$ cat src/hw/rtl/hsv2rgb_pkg.sv
`timescale 1ns / 1ps
`default_nettype none

package hsv2rgb_pkg;

    // Hue is measured in sixteenths of a degree, so one 60-degree sector spans 960 units.
    localparam logic [12:0] SECTOR_UNITS = 13'd960;
    localparam logic [12:0] HUE_PERIOD   = 13'd1920;
    localparam int          NUM_BOUNDS   = 8;

    // Full scale of one 8-bit channel, and of a product of two of them.
    localparam logic [7:0]  FULL_SCALE = 8'd255;
    localparam logic [15:0] MAX_LEVEL  = 16'd65025;

    // Reciprocals with a 2^24 scale. Both are exact floors over the value ranges used here.
    localparam int          RECIP_SHIFT = 24;
    localparam logic [20:0] RECIP_15    = 21'd1118482;
    localparam logic [16:0] RECIP_255   = 17'd65794;

    typedef logic [3:0] sector_t;

    localparam sector_t SEC_RED_YELLOW    = 4'd0;
    localparam sector_t SEC_YELLOW_GREEN  = 4'd1;
    localparam sector_t SEC_GREEN_CYAN    = 4'd2;
    localparam sector_t SEC_CYAN_BLUE     = 4'd3;
    localparam sector_t SEC_BLUE_MAGENTA  = 4'd4;
    localparam sector_t SEC_LAST          = 4'd8;

endpackage

`default_nettype wire

$ cat src/hw/rtl/hsv_to_rgb_converter.sv
`timescale 1ns / 1ps
`default_nettype none

// HSV to RGB pixel converter.
// Input beats arrive on the s_axis channel: hue in sixteenths of a degree (0 to 5759),
// saturation and value as 8-bit fractions of 255. Each input beat gives exactly one output
// beat on the m_axis channel with 8-bit red, green and blue, in the same order.
// Hue codes above 5759 take the channel routing of the last sector (magenta to red).
// The datapath is a five-stage pipeline: chroma product and sector search, chroma times
// ramp weight, divide by 960 through a reciprocal multiply, channel routing and offset add,
// and divide by 255 through a reciprocal multiply. Each stage holds at most one multiplier
// per channel.
// An accepted beat moves through the stage registers in order and shows on m_axis from
// the last one; a stall can hold it in any stage on the way.
// Throughput is one pixel per clock without stalls; the multiplier stages set the clock rate.
// When the receiver stalls, the output stage holds its beat and earlier stages keep
// moving until they fill, so up to five beats are absorbed before s_axis_tready drops.
// Each stage is ready when it is empty or when the stage after it moves on.
// Reset clears all valid bits; the pipeline comes out of reset empty and ready.
module hsv_to_rgb_converter
    import hsv2rgb_pkg::*;
(
    input  wire logic        clk,
    input  wire logic        rst_n,

    input  wire logic        s_axis_tvalid,
    output logic             s_axis_tready,
    input  wire logic [31:0] s_axis_tdata,   // hue[12:0], saturation[20:13], brightness[28:21]

    output logic             m_axis_tvalid,
    input  wire logic        m_axis_tready,
    output logic [23:0]      m_axis_tdata    // red[7:0], green[15:8], blue[23:16]
);

    // Unpacked input fields.
    logic [12:0] hue;
    logic [7:0]  saturation;
    logic [7:0]  brightness;

    assign hue        = s_axis_tdata[12:0];
    assign saturation = s_axis_tdata[20:13];
    assign brightness = s_axis_tdata[28:21];

    // Stage valid bits and the backward ready chain.
    logic [4:0] valid_reg;
    logic [4:0] valid_next;
    logic [4:0] stage_ready;
    logic [4:0] stage_load;

    always_comb
    begin
        stage_ready[4] = !valid_reg[4] || m_axis_tready;
        stage_ready[3] = !valid_reg[3] || stage_ready[4];
        stage_ready[2] = !valid_reg[2] || stage_ready[3];
        stage_ready[1] = !valid_reg[1] || stage_ready[2];
        stage_ready[0] = !valid_reg[0] || stage_ready[1];

        stage_load[0] = stage_ready[0] && s_axis_tvalid;
        stage_load[1] = stage_ready[1] && valid_reg[0];
        stage_load[2] = stage_ready[2] && valid_reg[1];
        stage_load[3] = stage_ready[3] && valid_reg[2];
        stage_load[4] = stage_ready[4] && valid_reg[3];

        valid_next[0] = stage_ready[0] ? s_axis_tvalid : valid_reg[0];
        valid_next[1] = stage_ready[1] ? valid_reg[0]  : valid_reg[1];
        valid_next[2] = stage_ready[2] ? valid_reg[1]  : valid_reg[2];
        valid_next[3] = stage_ready[3] ? valid_reg[2]  : valid_reg[3];
        valid_next[4] = stage_ready[4] ? valid_reg[3]  : valid_reg[4];
    end

    assign s_axis_tready = stage_ready[0];

    always_ff @(posedge clk or negedge rst_n)
    begin
        if (!rst_n)
        begin
            valid_reg <= '0;
        end
        else
        begin
            valid_reg <= valid_next;
        end
    end

    // Stage 1: chroma C = S * V, sector count and position within the 120-degree period.
    sector_t     s1_sector_reg, s1_sector_next;
    logic [10:0] s1_pos_reg, s1_pos_next;
    logic [15:0] s1_chroma_reg, s1_chroma_next;
    logic [7:0]  s1_value_reg;
    logic [12:0] s1_period_base;
    logic [12:0] s1_pos_wide;

    always_comb
    begin
        s1_sector_next = '0;
        for (int k = 1; k <= NUM_BOUNDS; k++)
        begin
            if (hue >= 13'(k * 960))
            begin
                s1_sector_next = s1_sector_next + 4'd1;
            end
        end
        s1_period_base = 13'({10'b0, s1_sector_next[3:1]} * HUE_PERIOD);
        s1_pos_wide    = hue - s1_period_base;
        s1_pos_next    = s1_pos_wide[10:0];
        s1_chroma_next = {8'b0, saturation} * {8'b0, brightness};
    end

    // Stage 2: ramp weight (960 - distance) times C, and the offset m = 255 * V - C.
    sector_t     s2_sector_reg;
    logic [25:0] s2_prod_reg, s2_prod_next;
    logic [15:0] s2_chroma_reg;
    logic [15:0] s2_offset_reg, s2_offset_next;
    logic [9:0]  s2_weight;
    logic [12:0] s2_weight_wide;

    always_comb
    begin
        // Rising ramp in the first half of the period, falling ramp in the second.
        s2_weight_wide = HUE_PERIOD - {2'b0, s1_pos_reg};
        if (s1_pos_reg < SECTOR_UNITS[10:0])
        begin
            s2_weight = s1_pos_reg[9:0];
        end
        else
        begin
            s2_weight = s2_weight_wide[9:0];
        end
        s2_prod_next   = {10'b0, s1_chroma_reg} * {16'b0, s2_weight};
        s2_offset_next = ({s1_value_reg, 8'b0} - {8'b0, s1_value_reg}) - s1_chroma_reg;
    end

    // Stage 3: X = product / 960, done as (product >> 6) / 15 with a reciprocal multiply.
    sector_t     s3_sector_reg;
    logic [15:0] s3_x_reg, s3_x_next;
    logic [15:0] s3_chroma_reg;
    logic [15:0] s3_offset_reg;
    logic [40:0] s3_recip_prod;

    always_comb
    begin
        s3_recip_prod = {21'b0, s2_prod_reg[25:6]} * {20'b0, RECIP_15};
        s3_x_next     = s3_recip_prod[RECIP_SHIFT +: 16];
    end

    // Stage 4: route C, X and zero to the channels by sector and add the offset.
    logic [15:0] s4_red_sum_reg, s4_red_sum_next;
    logic [15:0] s4_green_sum_reg, s4_green_sum_next;
    logic [15:0] s4_blue_sum_reg, s4_blue_sum_next;
    logic [15:0] s4_red_part, s4_green_part, s4_blue_part;

    always_comb
    begin
        case (s3_sector_reg)
            SEC_RED_YELLOW:
            begin
                s4_red_part   = s3_chroma_reg;
                s4_green_part = s3_x_reg;
                s4_blue_part  = '0;
            end
            SEC_YELLOW_GREEN:
            begin
                s4_red_part   = s3_x_reg;
                s4_green_part = s3_chroma_reg;
                s4_blue_part  = '0;
            end
            SEC_GREEN_CYAN:
            begin
                s4_red_part   = '0;
                s4_green_part = s3_chroma_reg;
                s4_blue_part  = s3_x_reg;
            end
            SEC_CYAN_BLUE:
            begin
                s4_red_part   = '0;
                s4_green_part = s3_x_reg;
                s4_blue_part  = s3_chroma_reg;
            end
            SEC_BLUE_MAGENTA:
            begin
                s4_red_part   = s3_x_reg;
                s4_green_part = '0;
                s4_blue_part  = s3_chroma_reg;
            end
            default:
            begin
                // Magenta to red, and every hue code past the legal range.
                s4_red_part   = s3_chroma_reg;
                s4_green_part = '0;
                s4_blue_part  = s3_x_reg;
            end
        endcase
        s4_red_sum_next   = s4_red_part + s3_offset_reg;
        s4_green_sum_next = s4_green_part + s3_offset_reg;
        s4_blue_sum_next  = s4_blue_part + s3_offset_reg;
    end

    // Stage 5: each channel is floor(sum / 255), again through a reciprocal multiply.
    logic [7:0]  s5_red_reg, s5_red_next;
    logic [7:0]  s5_green_reg, s5_green_next;
    logic [7:0]  s5_blue_reg, s5_blue_next;
    logic [32:0] s5_red_prod, s5_green_prod, s5_blue_prod;

    always_comb
    begin
        s5_red_prod   = {17'b0, s4_red_sum_reg}   * {16'b0, RECIP_255};
        s5_green_prod = {17'b0, s4_green_sum_reg} * {16'b0, RECIP_255};
        s5_blue_prod  = {17'b0, s4_blue_sum_reg}  * {16'b0, RECIP_255};
        s5_red_next   = s5_red_prod[RECIP_SHIFT +: 8];
        s5_green_next = s5_green_prod[RECIP_SHIFT +: 8];
        s5_blue_next  = s5_blue_prod[RECIP_SHIFT +: 8];
    end

    // Payload registers load only when their stage takes a new beat.
    always_ff @(posedge clk)
    begin
        if (stage_load[0])
        begin
            s1_sector_reg <= s1_sector_next;
            s1_pos_reg    <= s1_pos_next;
            s1_chroma_reg <= s1_chroma_next;
            s1_value_reg  <= brightness;
        end
        if (stage_load[1])
        begin
            s2_sector_reg <= s1_sector_reg;
            s2_prod_reg   <= s2_prod_next;
            s2_chroma_reg <= s1_chroma_reg;
            s2_offset_reg <= s2_offset_next;
        end
        if (stage_load[2])
        begin
            s3_sector_reg <= s2_sector_reg;
            s3_x_reg      <= s3_x_next;
            s3_chroma_reg <= s2_chroma_reg;
            s3_offset_reg <= s2_offset_reg;
        end
        if (stage_load[3])
        begin
            s4_red_sum_reg   <= s4_red_sum_next;
            s4_green_sum_reg <= s4_green_sum_next;
            s4_blue_sum_reg  <= s4_blue_sum_next;
        end
        if (stage_load[4])
        begin
            s5_red_reg   <= s5_red_next;
            s5_green_reg <= s5_green_next;
            s5_blue_reg  <= s5_blue_next;
        end
    end

    assign m_axis_tvalid = valid_reg[4];
    assign m_axis_tdata  = {s5_blue_reg, s5_green_reg, s5_red_reg};

    // An empty pipeline must always take a beat.
    assert property (@(posedge clk) disable iff (!rst_n)
        (valid_reg == '0) |-> s_axis_tready)
    else $error("empty pipeline is not ready");

    // A first-stage beat that cannot move on keeps its payload.
    assert property (@(posedge clk) disable iff (!rst_n)
        (valid_reg[0] && !stage_ready[1]) |=>
            (valid_reg[0] && $stable(s1_chroma_reg) && $stable(s1_sector_reg)))
    else $error("stalled first stage lost its beat");

    // The sector search never counts past the last bound.
    assert property (@(posedge clk) disable iff (!rst_n)
        valid_reg[0] |-> (s1_sector_reg <= SEC_LAST))
    else $error("sector count out of range");

    // The secondary component never exceeds chroma.
    assert property (@(posedge clk) disable iff (!rst_n)
        valid_reg[2] |-> (s3_x_reg <= s3_chroma_reg))
    else $error("secondary component exceeds chroma");

    // Part plus offset stays within full scale, so no channel wraps.
    assert property (@(posedge clk) disable iff (!rst_n)
        valid_reg[3] |-> ((s4_red_sum_reg <= MAX_LEVEL) && (s4_green_sum_reg <= MAX_LEVEL)
            && (s4_blue_sum_reg <= MAX_LEVEL)))
    else $error("channel sum exceeds full scale");

endmodule

`default_nettype wire
$ cat config.mk
export PLATFORM = sky130hd
export DESIGN_NAME = hsv_to_rgb_converter
export DESIGN_NICKNAME = d
export VERILOG_FILES = /design/src/hw/rtl/hsv2rgb_pkg.sv /design/src/hw/rtl/hsv_to_rgb_converter.sv
export SDC_FILE = /design/constraint.sdc
export NUM_CORES = 1
export LEC_CHECK = 0
export CAP_MARGIN = 20
export CORE_MARGIN = 5
export CORE_UTILIZATION = 60
export DETAILED_ROUTE_END_ITERATION = 8
export DONT_BUFFER_PORTS = 1
export PLACE_DENSITY = 0.84
export SLEW_MARGIN = 20
export SYNTH_ARGS = -nofsm -noshare
export SYNTH_HDL_FRONTEND = slang
export SYNTH_SLANG_ARGS = --single-unit
$ cat constraint.sdc
create_clock -name clk -period 6.5 [get_ports clk]
set_input_delay 0.65 -clock clk [delete_from_list [all_inputs] [get_ports clk]]
set_output_delay 0.65 -clock clk [all_outputs]
set_load 0.01 [all_outputs]
# Word level (Yosys, flattened, before mapping)
# Index checks and enable logic that the tools add are counted.
# Widths: inputs -> output; s select.
# totals
regBits	230
elab_cells	91
inputBits	36
out_inout_bits	26
# classes
mul	7
magnitude_cmp	9
reduce_logical	22
n_eq_ne	4
n_mux	12
addsub	14
# op_table
operator	count
$pmux 16 s2	3
$mul 16x16->31 const B	3
$ge 13x13->1 const B	4
$add 16x16->16	3
$mul 20x20->39 const B	1
$add 4x1->4 const B	7
$mux 4	7
$ge 13x12->1 const B	2
$mul 16x10->26	1
$mul 8x8->16	1
$sub 16x16->16	1
$sub 16x8->16	1
$ge 13x10->1 const B	1
$ge 13x11->1 const B	1
$reduce_or 2->1	6
$lt 11x10->1 const B	1
$sub 11x11->11	1
$mux 10	1
$sub 10x10->10 const A	1
$eq 4x2->1 const B	2
$logic_and 1x1->1	5
$logic_not 1->1	5
$logic_or 1x1->1	5
$eq 4x1->1 const B	1
other kinds (4)	4

# Depth between registers and ports, before layout
# Gate-level depths: netlist of run 1.
# depth
word_depth	18
ltp_mapped	28
depth_no_buf	27

# Worst setup path before layout of run 1
# Ideal clock, no wire load.
# synth_timing
kind	register -> register
from	reg s1_pos_reg[2]
to	reg s2_prod_reg[25] (data pin)
required_time_ns	6.241
stages_incl_launch_ff	29
setup_time_ns	0.259
arrival_time_ns	6.210
setup_slack_ns	0.030
period_less_slack_ns	6.470
path_buffers	1
path_cell_list	edfxtp_1 > nor3_1 > nand2_1 > nor2_1 > nand2_1 > nand2_1 > nand2_1 > xor2_1 > clkbuf_1 > nor2_1 > fa_1 > inv_1 > fa_1 > inv_1 > fa_1 > fa_1 > inv_1 > fa_1 > inv_1 > ha_1 > a21oi_1 > nor3_1 > or3_1 > a2bb2oi_1 > a311oi_1 > o21ai_0 > nand2b_1 > a21oi_1 > xnor2_1
# synth_via
elab_chain_len	3
elab_cells_between_ends	4
classes_between	add/sub: 1; mul: 1; order compare: 1; mux: 1
# synth_lines
element	line_no	source
from (decl)	hsv_to_rgb_converter.sv:87	logic [10:0] s1_pos_reg, s1_pos_next;
from (signal assigned)	hsv_to_rgb_converter.sv:220	s1_pos_reg <= s1_pos_next;
$sub 10x10->10 or $lt 11x10->1 (tied branches)	hsv_to_rgb_converter.sv:120, hsv_to_rgb_converter.sv:121	
$mux 10 (*)	hsv_to_rgb_converter.sv:121	if (s1_pos_reg < SECTOR_UNITS[10:0])
$mul 16x10->26 (*)	hsv_to_rgb_converter.sv:129	s2_prod_next = {10'b0, s1_chroma_reg} * {16'b0, s2_weight};
named net s2_prod_next[25]	hsv_to_rgb_converter.sv:111	logic [25:0] s2_prod_reg, s2_prod_next;
to (signal assigned)	hsv_to_rgb_converter.sv:227	s2_prod_reg <= s2_prod_next;
to (decl)	hsv_to_rgb_converter.sv:111	
# The timed path passes the listed nets; every way through them passes the cells marked *.
# A chain may end at the register's enable or synchronous reset.

# Worst setup path after layout of run 1
# layout_timing
from	reg s1_pos_reg[3]
to	reg s2_prod_reg[25] (data pin)
# The elaborated chain is that of the path after synthesis.

==> flow_summary.ini, run 1 <==
[sta]
fin_worst_skew_ps = 27.4
setup_violations = 0
fmax_mhz = 158
drv_slew = 0
worst_slew_pin_slew_ps = 1060
relSlewSlack_pct = 29.0
fin_crit_ps = 6330
finalCritPeriodShare_pct = 97.4
hold_viol = 0

[floorplan]
rows = 73
ios = 62
die_h_microns = 211
die_w_microns = 211
initial_core_util_pct = 60.8
dieArea_sq_um = 44600
core_area_sq_um = 39900

[layout]
antennaDiodeCount = 0
finalNonFillerCells = 2891
drive_gt1_share_pct = 7.23
area_delta_synth_final_pct = 8.65
largest_register_ffs = 20
n_fill_cell = 2792
post-route-util_pct = 66.0
layout.nets = 3076

[grt]
antenna_found_initial = 0
grt_util_all_layers_pct = 23.4
overflow = 0
grt_pass1_wl_microns = 86000
grt_pass1_vias = 18000
grt_max_degree = 57

[clock_tree]
path_clk_slew_ps = 70
cts_buffers = 24
cts_tree = built
clock_path_buffers = 3
cts_htree_levels = 1
clock-sinks = 224
clockRootBuffer = clkbuf_16
clk_latency_ps = 540

[drt]
drt_iter0_drc = 979
dr.pass1.iters = 5
post_drt_wl_per_cell_microns = 18.0
drc = 0
routed_wl_microns = 52000
vias = 16800
ant_nets = 0
viasPerCell = 5.80

[run_status]
status = finished clean

[critical_path]
worst_path_largest_cell_delay_ps = 560
crit_fanout = 8
end_kind = flip-flop
crit_required_ps = 6790
critPathBufInv = 6
cpMostUsedCell = fa_1
cp-start-kind = flip-flop
critical_path.top_delay_family = adder cells
crit_arrival_ps = 6620
critPathSlowestCell = fa_1
critPathKind = flip-flop to flip-flop

[synth]
syn_avg_cell_area_sq_um = 10.6
netlist_area_sq_um = 24300
synth-edff-count = 219
synthTopCellsByArea = edfxtp_1, ha_1, fa_1
ys_ff_latch = 224
synth.yosys.seq_area_share_pct = 27.6
syn_nets = 3009
synthArstFlopShare_pct = 2.23
syn_inst = 2281
ys.warnings.count = 0
synth_top_cell_by_area = edfxtp_1
synth_cell_type_count = 70
synth_top_area_share_pct = 27.1
ys.flop_type = edfxtp_1

[place]
dp_hpwl_microns = 41900
io_buffers = 0
finalWeightedCongestion = 0.930
dp_cells = 2832

[min_path]
holdCritPathClass = input port to flip-flop

[run]
maxCapViolCount = 0
## cell usage after synthesis, drive strengths merged (4+ instances only)
| cell type | count |
|---|---|
| nand3 | 31 |
| inv | 353 |
| clkbuf | 29 |
| nand4b | 4 |
| edfxtp | 219 |
| a211o | 5 |
| mux2 | 5 |
| ha | 507 |
| and2 | 64 |
| or3 | 4 |
| and3 | 14 |
| nand4 | 11 |
| a31oi | 16 |
| a22o | 44 |
| o21bai | 16 |
| xor2 | 40 |
| a21boi | 4 |
| dfrtp | 5 |
| a21oi | 78 |
| or2 | 7 |
| fa | 185 |
| o21a | 13 |
| nor3 | 34 |
| a311oi | 4 |
| nand2 | 140 |
| o21ai | 51 |
| nor2 | 112 |
| nor2b | 42 |
| nand2b | 33 |
| a22oi | 5 |
| o31ai | 6 |
| a21o | 21 |
| o211ai | 6 |
| a211oi | 10 |
| and4 | 6 |
| nor4 | 4 |
| xnor2 | 110 |
## area by class of cell
cell class / count / area, sq um / share of cell area [%]
multi-input combinational: 1670 / 16400 / 62.1
sequential: 224 / 6700 / 25.4
inverter: 355 / 1330 / 5.05
clock buffer: 29 / 641 / 2.43
clock inverter: 15 / 109 / 0.413
tap: 525 / 657 / 2.49
timing repair buffer: 73 / 551 / 2.09
## layout by cell type, fill, tap and decap left out, drive strengths merged, types with 5 or more instances in the layout
cell type	n
o21a	13
a21oi	78
o21bai	16
or2	7
buf	72
o31ai	6
nand3	31
o211ai	6
ha	507
xor2	40
clkbuf	29
nor2	112
edfxtp	219
mux2	5
a31oi	16
clkinv	11
nand2b	33
fa	185
nor3	34
and3	14
xnor2	110
and2	64
a22o	44
a22oi	5
nand2	140
nand4	11
a211o	5
and4	6
dfrtp	5
nor2b	42
a21o	21
inv	355
o21ai	51
a211oi	10
## per-layer routing
layer | vias up | GRT usage, % | part of all wire, %
li1 | 7974 | - | -
met1 | 8162 | 28.3 | 40
met2 | 485 | 42.1 | 50
met3 | 143 | 3.64 | 5.7
met4 | 0 | 8.90 | 4.2
met5 | - | 0 | 0
## repair_timing
action,CTS,global route
hold buffers,1,0
resized for setup,7,38
pin swaps,0,27
setup endpoints to repair,7,11
setup buffers,0,14
endpoints found under the hold margin,5,0
## cells by family (layout without fill, tap and decap cells)
logic type | after synthesis | in the layout | share of synthesized area (%)
compound gates | 309 | 309 | 8.77
xor+xnor | 151 | 151 | 5.54
fa+ha+maj | 692 | 692 | 41.4
buf+inv | 387 | 472 | 5.99
flops | 224 | 224 | 27.6
mux | 5 | 5 | 0.232
simple gates | 513 | 513 | 10.4
## through the flow
step	hold WS (ps)	setup TNS (ps)	instance area (sq um)	setup slack (ps)
after floorplan	354	0	24300	30.5
after global placement	355	-341	25200	-110
after detailed placement	355	-1330	25200	-290
after CTS	203	0	26000	31.2
after global routing	201	-147	26400	-93.5
final	225	0	26400	170
## final timing paths
| kind | startpoint | endpoint | slack (ps) | depth (start not counted) |
|---|---|---|---|---|
| min in group asynchronous | rst_n | valid_reg[3]$_DFFE_PN0P_ | 410 | 1 |
| hold reg to reg | s2_chroma_reg[14]$_DFFE_PP_ | s3_chroma_reg[14]$_DFFE_PP_ | 410 | 0 |
| setup reg to reg | s1_pos_reg[3]$_DFFE_PP_ | s2_prod_reg[25]$_DFFE_PP_ | 170 | 29 |
| setup / recovery | s1_pos_reg[3]$_DFFE_PP_ | s2_prod_reg[25]$_DFFE_PP_ | 170 | 29 |
| max in group asynchronous | rst_n | valid_reg[1]$_DFFE_PN0P_ | 5890 | 1 |
| hold / removal | s_axis_tdata[6] | s1_pos_reg[6]$_DFFE_PP_ | 230 | 0 |
Power of run 1 is not shown: default switching activity piles up to over one toggle a cycle in this logic, so the estimate is an artifact.
==> inputs of run 2 (changes only) <==
--- a/config.mk
+++ b/config.mk
@@ -6,7 +6,6 @@
 export NUM_CORES = 1
 export LEC_CHECK = 0
 export CAP_MARGIN = 20
-export CORE_MARGIN = 5
 export CORE_UTILIZATION = 60
 export DETAILED_ROUTE_END_ITERATION = 8
 export DONT_BUFFER_PORTS = 1
==> run 2 against run 1 <==
Effect of this change:
- count of clock-buffer cells in the layout grew 3
- wire length is 0.81% higher
- sequential share of layout area about the same
- critical path type unchanged
==> flow_summary.ini, run 2 (synthesis gave the netlist of run 1 again) <==
[run_status]
status = finished clean

[critical_path]
rr_worst_depth = 27
cp-start-kind = flip-flop
crit_arrival_ps = 6600
ff2ff_setup_slack_ps = 200
end_kind = flip-flop
reg2reg_to = s2_prod_reg[25]$_DFFE_PP_
crit_required_ps = 6800
r2r_start = s1_pos_reg[3]$_DFFE_PP_
critPathKind = flip-flop to flip-flop
crit_fanout = 7

[drt]
ant_nets = 0
drt_iter0_drc = 801
vias = 16700
viasPerCell = 5.79
routed_wl_microns = 52400
wl_met2_microns = 27300
routed-wl-met3_microns = 1960
post_drt_wl_per_cell_microns = 18.2
wl_met1_microns = 21500
routed.top_layer = met4
dr.pass1.iters = 5
drc = 0

[layout]
mostFrequentLayoutCells = ha_1, inv_1, edfxtp_1
antennaDiodeCount = 0
final_common_cell = ha_1
layout.nets = 3069
area_delta_synth_final_pct = 8.67
multi_input_comb_area_sq_um = 16300
largest_register_ffs = 20
drive_gt1_share_pct = 6.78
regArea_sq_um = 6700
finalNonFillerCells = 2885
n_fill_cell = 2921

[grt]
grt_util_all_layers_pct = 25.8
grt_pass1_wl_microns = 85200
antenna_found_initial = 0
grt_pass1_vias = 17900
overflow = 0
grt_max_degree = 57

[min_path]
holdPathEnd = s1_value_reg[2]$_DFFE_PP_
hold_depth = 0
holdCritPathClass = input port to flip-flop
worstHoldStart = s_axis_tdata[23]

[sta]
tns_ps = 0
fin_worst_skew_ps = 21.7
hold_ws_ps = 213
worst_slew_pin_slew_ps = 898
setup_violations = 0
fmax_mhz = 159
drv_slew = 0
postLayoutSetupSlackWorst_ps = 196
finalCritPeriodShare_pct = 97.0
hold_viol = 0
fin_crit_ps = 6300
relSlewSlack_pct = 40.1

[clock_tree]
cts_buffers = 25
cts_tree = built
clock_path_buffers = 3
clk_latency_ps = 550
cts_htree_levels = 1
clockRootBuffer = clkbuf_16
path_clk_slew_ps = 60
clock-sinks = 224

[floorplan]
die_h_microns = 203
initial_core_util_pct = 60.9
die_w_microns = 203
core_area_sq_um = 39800
dieArea_sq_um = 41200
rows = 73
ios = 62

[place]
pre_cts_ws_ps = -301
finalWeightedCongestion = 0.914
io_buffers = 0
dp_hpwl_microns = 42100
dp_cells = 2827

[run]
maxCapViolCount = 0
[run 2: changes by cell type in the layout (fill, tap and decap cells not counted), sizes merged]
| cell | delta |
|---|---|
| clkinvlp | -2 |
| bufinv | +3 |
| clkinv | -2 |
| buf | -8 |
| clkbuf | +3 |
[run 2: what timing repair did]
item,in CTS,in global routing
gates resized for setup,7,31
endpoints found under the setup margin,8,12
buffers inserted,0,11
hold endpoints to repair,5,0
hold buffers,1,0
pin swaps,1,24
[run 2: per-stage QoR]
step | cell area (sq um) | util, %
3_3_place_gp | 25200 | 63.3
6_report | 26400 | 66.2
3_5_place_dp | 25200 | 63.3
2_1_floorplan | 24300 | -
4_1_cts | 26100 | 65.6
5_1_grt | 26400 | 66.2
[run 2: layer usage]
layer  GRT usage, %  vias to the layer above
li1               -                     7979
met1           30.3                     8208
met2           49.1                      412
met3           2.63                      113
met4           7.60                        0
met5              0                        -
[run 2: final cells by class]
cell class              count  share of cell area, %
clock buffers              32                   2.59
multi-input cells        1670                   61.9
flip-flops and latches    224                   25.4
clock inverters            14                  0.688
repair buffers             65                   1.86
inverters                 355                   5.05
well taps                 525                   2.49
[run 2: worst max-delay path: stages, from the launching register on]
cell and delay, ps:
edfxtp_1 400, nor3_2 280, nand2_2 120, buf_4 150, nor2_1 70, nand2_1 60, nand2_1 60, nand2_1 60
xor2_1 200, buf_4 190, nor2_1 60, fa_1 510, inv_1 60, fa_1 510, fa_1 540, fa_1 550
inv_1 60, fa_1 590, ha_4 240, nand4_1 120, a31oi_1 100, or3_4 350, a2bb2oi_4 160, a311oi_2 120
o21ai_1 170, nand2b_1 110, a21oi_2 150, xnor2_1 90
[run 2: worst max-delay path by stage]
stage / startpoint / end / slack (ps) / cells after the start
floorplan: s1_pos_reg[2]$_DFFE_PP_ / s2_prod_reg[25]$_DFFE_PP_ / 30 / 28
global placement: s1_pos_reg[4]$_DFFE_PP_ / s2_prod_reg[25]$_DFFE_PP_ / -40 / 26
detailed placement: s1_pos_reg[4]$_DFFE_PP_ / s2_prod_reg[18]$_DFFE_PP_ / -300 / 25
CTS: s1_pos_reg[4]$_DFFE_PP_ / s2_prod_reg[18]$_DFFE_PP_ / -10 / 28
global route: s1_pos_reg[3]$_DFFE_PP_ / s2_prod_reg[25]$_DFFE_PP_ / -110 / 28
finish: s1_pos_reg[3]$_DFFE_PP_ / s2_prod_reg[25]$_DFFE_PP_ / 200 / 27
Power of run 2 is left out for the same reason.
==> inputs of run 3 (changes only) <==
--- a/config.mk
+++ b/config.mk
@@ -9,7 +9,7 @@
 export CORE_UTILIZATION = 60
 export DETAILED_ROUTE_END_ITERATION = 8
 export DONT_BUFFER_PORTS = 1
-export PLACE_DENSITY = 0.84
+export PLACE_DENSITY = 0.79
 export SLEW_MARGIN = 20
 export SYNTH_ARGS = -nofsm -noshare
 export SYNTH_HDL_FRONTEND = slang
==> run 3 against run 2 <==
Effect of this change:
- register-to-register slack lost 30 ps
- die area did not move
- setup slack worse by 34 ps
- flip-flop and latch count unchanged
- clock skew shrank 10 ps
- maximum frequency down 0.53%
- cell area rose by 0.51%
- hold slack worse by 7.6 ps
- wire length is 2.5% lower
- first-iteration DRC count grew 29%
- final cell count grew 0.21%
==> flow_summary.ini, run 3 (synthesis gave the netlist of run 1 again) <==
[run_status]
status = finished clean

[sta]
drv_slew = 0
postLayoutSetupSlackWorst_ps = 162
relSlewSlack_pct = 38.3
hold_viol = 0
fmax_mhz = 158
setup_violations = 0
finalCritPeriodShare_pct = 97.5
fin_worst_skew_ps = 11.3
worst_slew_pin_slew_ps = 925
fin_crit_ps = 6340

[layout]
antennaDiodeCount = 0
layout.nets = 3076
drive_gt1_share_pct = 7.44
regArea_sq_um = 6700
multi_input_comb_area_sq_um = 16400
area_delta_synth_final_pct = 9.23
final_common_cell = ha_1
n_fill_cell = 2996
mostFrequentLayoutCells = ha_1, inv_1, edfxtp_1
largest_register_ffs = 20

[clock_tree]
clockRootBuffer = clkbuf_16
path_clk_slew_ps = 70
cts_buffers = 24
cts_htree_levels = 1
clk_latency_ps = 540
clock-sinks = 224
cts_tree = built
clock_path_buffers = 3

[drt]
drc = 0
routed_wl_microns = 51100
drt_iter0_drc = 1033
dr.pass1.iters = 6
vias = 16700
post_drt_wl_per_cell_microns = 17.7
ant_nets = 0
viasPerCell = 5.78

[floorplan]
dieArea_sq_um = 41200
ios = 62
initial_core_util_pct = 60.9
rows = 73
core_area_sq_um = 39800
die_w_microns = 203
die_h_microns = 203

[min_path]
worstHoldStart = s_axis_tdata[24]
holdCritPathClass = input port to flip-flop
holdPathEnd = s1_value_reg[3]$_DFFE_PP_
hold_depth = 0

[place]
dp_hpwl_microns = 41500
finalWeightedCongestion = 0.908
pre_cts_ws_ps = -311
io_buffers = 0

[critical_path]
critPathKind = flip-flop to flip-flop
reg2reg_to = s2_prod_reg[25]$_DFFE_PP_
crit_arrival_ps = 6620
cpMostUsedCell = fa_1
critPathSlowestCell = fa_1
ff2ff_setup_slack_ps = 160
cp-start-kind = flip-flop
crit_required_ps = 6780
worst_path_largest_cell_delay_ps = 550
r2r_start = s1_pos_reg[4]$_DFFE_PP_
end_kind = flip-flop
crit_fanout = 7
rr_worst_depth = 28

[run]
maxCapViolCount = 0

[grt]
grt_util_all_layers_pct = 25.3
antenna_found_initial = 0
grt_pass1_wl_microns = 83400
grt_pass1_vias = 17500
grt_max_degree = 57
overflow = 0
run 3: cell count changes in the layout (fill, tap and decap cells not counted), sizes merged:
cell / change
bufinv: +1
buf: +8
clkbuf: -3
clkinv: +1
clkinvlp: -1
run 3: what timing repair did:
action                                  4_1_cts  5_1_grt
hold buffers                                  1        0
gates resized for setup                       8       38
buffers inserted                              1        9
gates cloned                                  0        0
hold endpoints to repair                      5        0
endpoints found under the setup margin       10       10
pin swaps                                     1       35
run 3: worst max-delay path by stage:
stage                       startpoint                         to  slack, ps
6_report       s1_pos_reg[4]$_DFFE_PP_  s2_prod_reg[25]$_DFFE_PP_        160
5_1_grt        s1_pos_reg[4]$_DFFE_PP_  s2_prod_reg[25]$_DFFE_PP_       -110
4_1_cts        s1_pos_reg[3]$_DFFE_PP_  s2_prod_reg[25]$_DFFE_PP_         40
3_5_place_dp   s1_pos_reg[2]$_DFFE_PP_  s2_prod_reg[25]$_DFFE_PP_       -310
3_3_place_gp   s1_pos_reg[4]$_DFFE_PP_  s2_prod_reg[25]$_DFFE_PP_        -80
2_1_floorplan  s1_pos_reg[2]$_DFFE_PP_  s2_prod_reg[25]$_DFFE_PP_         30
run 3: worst max-delay path: cells and delay by family, from the launching register on:
kind | cells | cell delay, ps
AOI/OAI and AO/OA | 4 | 700
xor gates and xnor gates | 2 | 300
adders and majority gates | 6 | 2850
buffers and inverters | 6 | 600
DFF | 1 | 430
and+or+nand+nor | 10 | 1200
run 3: final cells by class:
class                      instances  share of cell area, %
clock buffer                      29                   2.53
tap                              525                   2.48
clock inverter                    15                  0.807
inverter                         355                   5.03
multi-input combinational       1670                   61.8
timing repair buffer              73                   2.09
sequential                       224                   25.3
run 3: through the flow:
stage	instances	util (%)	setup TNS (ps)	area, sq um	hold WS (ps)
2_1_floorplan	2281	-	0	24300	354
3_3_place_gp	2836	63.5	-167	25300	354
3_5_place_dp	2836	63.5	-1520	25300	354
4_1_cts	2882	65.8	0	26200	188
5_1_grt	2891	66.5	-214	26500	193
6_report	2891	66.5	0	26500	205
run 3: layer usage:
| layer | GRT usage (%) | wire length (microns) |
|---|---|---|
| met1 | 30.1 | 21000 |
| met5 | 0 | 0 |
| met2 | 45.9 | 25700 |
| met3 | 2.97 | 2050 |
| met4 | 10.7 | 2360 |
Power of run 3 is left out for the same reason.
